### src/rtl/ubp_pkg.sv
// Shared types and constants for the unused bit picker.
`timescale 1ns / 1ps

package ubp_pkg;

  localparam int unsigned BYTE_W  = 8;
  localparam int unsigned INDEX_W = 10;
  localparam int unsigned BIT_W   = 3;
  localparam int unsigned SIZE_W  = 11;

  localparam logic [SIZE_W-1:0] SIZE_RESET = 11'd1024;

  typedef enum logic [1:0] {
    STATUS_OK    = 2'd0,
    STATUS_FULL  = 2'd1,
    STATUS_RANGE = 2'd2
  } status_e;

  // Commands from the controller to the datapath.
  typedef struct packed {
    logic clear;
    logic accept;
    logic step;
    logic finish;
  } cmd_t;

  // Status from the datapath to the controller.
  typedef struct packed {
    logic clr_last;
    logic done;
    logic out_free;
  } sts_t;

endpackage

### src/rtl/ubp_ctrl.sv
// Controller state machine of the unused bit picker.
`timescale 1ns / 1ps

module ubp_ctrl (
  input  logic          clk_i,
  input  logic          rst_ni,
  input  logic          in_valid_i,
  output logic          in_ready_o,
  input  ubp_pkg::sts_t sts_i,
  output ubp_pkg::cmd_t cmd_o
);

  import ubp_pkg::*;

  typedef enum logic [1:0] {
    CLEAR,
    IDLE,
    SCAN
  } state_e;

  state_e state_q, state_d;

  always_comb begin
    state_d    = state_q;
    cmd_o      = '0;
    in_ready_o = 1'b0;
    case (state_q)
      CLEAR: begin
        cmd_o.clear = 1'b1;
        if (sts_i.clr_last) begin
          state_d = IDLE;
        end
      end
      IDLE: begin
        in_ready_o = 1'b1;
        if (in_valid_i) begin
          cmd_o.accept = 1'b1;
          state_d      = SCAN;
        end
      end
      SCAN: begin
        if (!sts_i.done) begin
          cmd_o.step = 1'b1;
        end else if (sts_i.out_free) begin
          cmd_o.finish = 1'b1;
          state_d      = IDLE;
        end
      end
      default: begin
        state_d = CLEAR;
      end
    endcase
  end

  always_ff @(posedge clk_i or negedge rst_ni) begin
    if (!rst_ni) begin
      state_q <= CLEAR;
    end else begin
      state_q <= state_d;
    end
  end

endmodule

### config.mk
export PLATFORM = sky130hd
export DESIGN_NAME = ubp_ctrl
export DESIGN_NICKNAME = d
export VERILOG_FILES = /design/src/rtl/ubp_pkg.sv /design/src/rtl/ubp_ctrl.sv
export SDC_FILE = /design/constraint.sdc
export NUM_CORES = 1
export LEC_CHECK = 0
export ABC_AREA = 1
export BUFFER_PORTS_ARGS = -buffer_cell sky130_fd_sc_hd__buf_4
export CORE_AREA = 4 4 41 43
export DETAILED_ROUTE_END_ITERATION = 6
export DIE_AREA = 0 0 45 47
export SYNTH_ARGS = -nofsm -noshare
export SYNTH_HDL_FRONTEND = slang
export SYNTH_SLANG_ARGS = --single-unit
### constraint.sdc
create_clock -name clk_i -period 1.2 [get_ports clk_i]
set_input_delay 0.12 -clock clk_i [delete_from_list [all_inputs] [get_ports clk_i]]
set_output_delay 0.12 -clock clk_i [all_outputs]
set_load 0.05 [all_outputs]
==> summary.txt <==
outcome -> finished, violations left
failing checks -> setup timing
dpl hpwl -> 332 um
CTS Root Cell -> clkbuf_4
arrival time at the worst endpoint -> 1.13 ns
Largest regs -> state_q x2
first-pass GRT wire length -> 759 um
average wire per standard cell -> 7.33 um
worst hold path type -> input pin to flop
initial antenna violation count -> 0
power density cells -> 2970 nW/um2
sequential share of power -> 14.4%
die height -> 47 um
Syn Inst Count -> 24
hold_sp -> in_valid_i
Reg area -> 51.3 um2
WS Path Type -> flop to output port
clock tree from TritonCTS -> done
Worst-path clk slew -> 0.03 ns
post-synth net total -> 30
FF+latch count, synth -> 2
Post-Layout Cell Count -> 58
Slew Limit Fails -> 0
vias -> 206
Max-cap violations -> 0
Synth warnings -> 0
hold_ws -> 0.202 ns
Inserted Clock Buffers -> 3
Worst setup SP type -> flop
RSZ-0062 raised after global routing -> yes
Tcrit/Tclk final -> 104%
Avg Inst Size Synth -> 6.62 um2
worst skew pair latency -> 0.22 ns
clk sink count -> 2
Critical Path Sink Type -> output port
largest net degree at the start of global routing -> 5
worst-margin pin slew -> 0.164 ns
Detail Route Antenna Nets -> 0
final core utilization -> 28.4%
Internal -> 0.547 mW
CP max stage delay -> 0.40 ns
# DRC -> 0
post-layout min period -> 1.25 ns
CP max-delay cell -> dfrtp_1
Leak -> 0.194 nW
Starting Density -> 12.2%
Std-Cell Rows -> 13
r2r startpoint -> state_q[0]$_DFFE_PN0P_
vias in the first global route -> 217
Worst Setup SP -> state_q[1]$_DFFE_PN0P_
Worst Skew -> 0.000472 ns
combinational fraction of design power -> 72.3%
register bank with the most flops -> state_q
Fillers -> 150
TritonRoute pass-1 iters -> 1
Max Root-Sink Buffers -> 2
WP data required -> 1.08 ns
Clock H-tree levels -> 1
Inserted Diodes -> 0
area grow syn2layout -> 132%
critical path's most frequent cell -> inv_2
Total GRT Usage -> 5.29%
commonest non-fill, non-tap cells in the layout -> 11 x buf_4, 5 x inv_1, 4 x inv_2
Worst Setup Slack, final -> -0.0538 ns
max FFs per register -> 2
CP cell instances -> inv_2 -> nor2_4 -> inv_2 -> nor3_4 -> buf_6
fmax -> 798 MHz
NetSw -> 0.548 mW
# IOs -> 11
Slew HR -> 89.1%
multi-input logic area -> 101 um2
crit-path max FO -> 3
synthesized area -> 159 um2
commonest non-fill, non-tap cell in the layout -> buf_4
Final setup viols -> 3
switching share of power -> 50.1%
Peak VDD IR -> 1200 uV
Placed Cells -> 49
global route total overflow -> 0
Die Wd -> 45 um
share of layout cells above drive strength 1 -> 72.1%
final net count -> 51
WL final -> 425 um
Core Region -> 1300 um2
post-layout power -> 1.10 mW
Clk pwr share -> 13.3%
Vias/cell -> 3.55
post-place setup slack -> 0.0929 ns
Fin. Hold Viols -> 0
register area share after synthesis -> 31.5%
I/O Buffers -> 10
Die ar. -> 2120 um2
initial DRC count -> 0
gpl congestion -> 0.650
synth unique cells -> 9
-- cell usage after synthesis --
master   number  area share (%)
dfrtp_1       2              31
inv_1         6              14
inv_2         3             7.1
nand2_1       3             7.1
nand3_1       2             6.3
nor2_1        2             4.7
nor2_2        3              12
nor3_2        1             6.3
o21ai_2       2              11
-- final timing paths --
| path | end | slack, ns | cells past startpoint |
|---|---|---|---|
| max reg2reg | state_q[0]$_DFFE_PN0P_ | 0.13 | 7 |
| max | cmd_o[0] | -0.05 | 5 |
| min | state_q[1]$_DFFE_PN0P_ | 0.20 | 3 |
| min in group asynchronous | state_q[1]$_DFFE_PN0P_ | 0.22 | 2 |
| min reg2reg | state_q[1]$_DFFE_PN0P_ | 0.61 | 3 |
| max in group asynchronous | state_q[0]$_DFFE_PN0P_ | 0.88 | 2 |
-- worst max-delay path: cells and delay by family, from the launching register on --
| kind | cells | cell delay, ns |
|---|---|---|
| buf+inv | 3 | 0.31 |
| flops | 1 | 0.40 |
| simple gates | 2 | 0.20 |
-- routing by layer --
metal / up-vias / GRT usage [%] / wire, um
met2: 5 / 9.04 / 249
met3: 0 / 2.30 / 28
met5: - / 0 / 0
met1: 91 / 4.54 / 147
met4: 0 / 5.26 / 0
li1: 110 / - / -
-- logic make-up (layout without fill, tap and decap cells) --
kind of cell           after synthesis  count (layout)  share of synthesized area (%)
and+or+nand+nor                     11              11                           36.2
buffers and inverters                9              28                           21.3
AOI/OAI and AO/OA                    2               2                           11.0
DFF                                  2               2                           31.5
-- power groups by stage --
stage          Sequential [mW]  Combinational, mW  Clock (mW)
2_1_floorplan            0.149              0.441           0
3_3_place_gp             0.151              0.579           0
3_5_place_dp             0.154              0.583           0
4_1_cts                  0.153              0.751       0.156
5_1_grt                  0.162              0.844       0.165
6_report                 0.157              0.792       0.146
-- repair_timing --
item	4_1_cts	5_1_grt
endpoints found under the setup margin	3	5
setup buffers	4	1
hold buffers	1	0
gates cloned	0	0
gates resized for setup	7	2
endpoints found under the hold margin	2	0
pin swaps	0	1
-- through the flow --
stage / cell area, um2 / TNS [ns]
5_1_grt: 369 / -0.358
3_3_place_gp: 269 / 0
6_report: 369 / -0.0842
3_5_place_dp: 269 / 0
2_1_floorplan: 175 / -0.271
4_1_cts: 357 / -0.151
-- cell type report --
cell class / count / area share (%)
clock buffer: 3 / 6.10
inverter: 9 / 9.15
multi-input combinational: 13 / 27.5
sequential: 2 / 13.9
tap: 15 / 5.08
timing repair buffer: 16 / 38.3
Note: power is estimated with default switching activity, not from simulation.
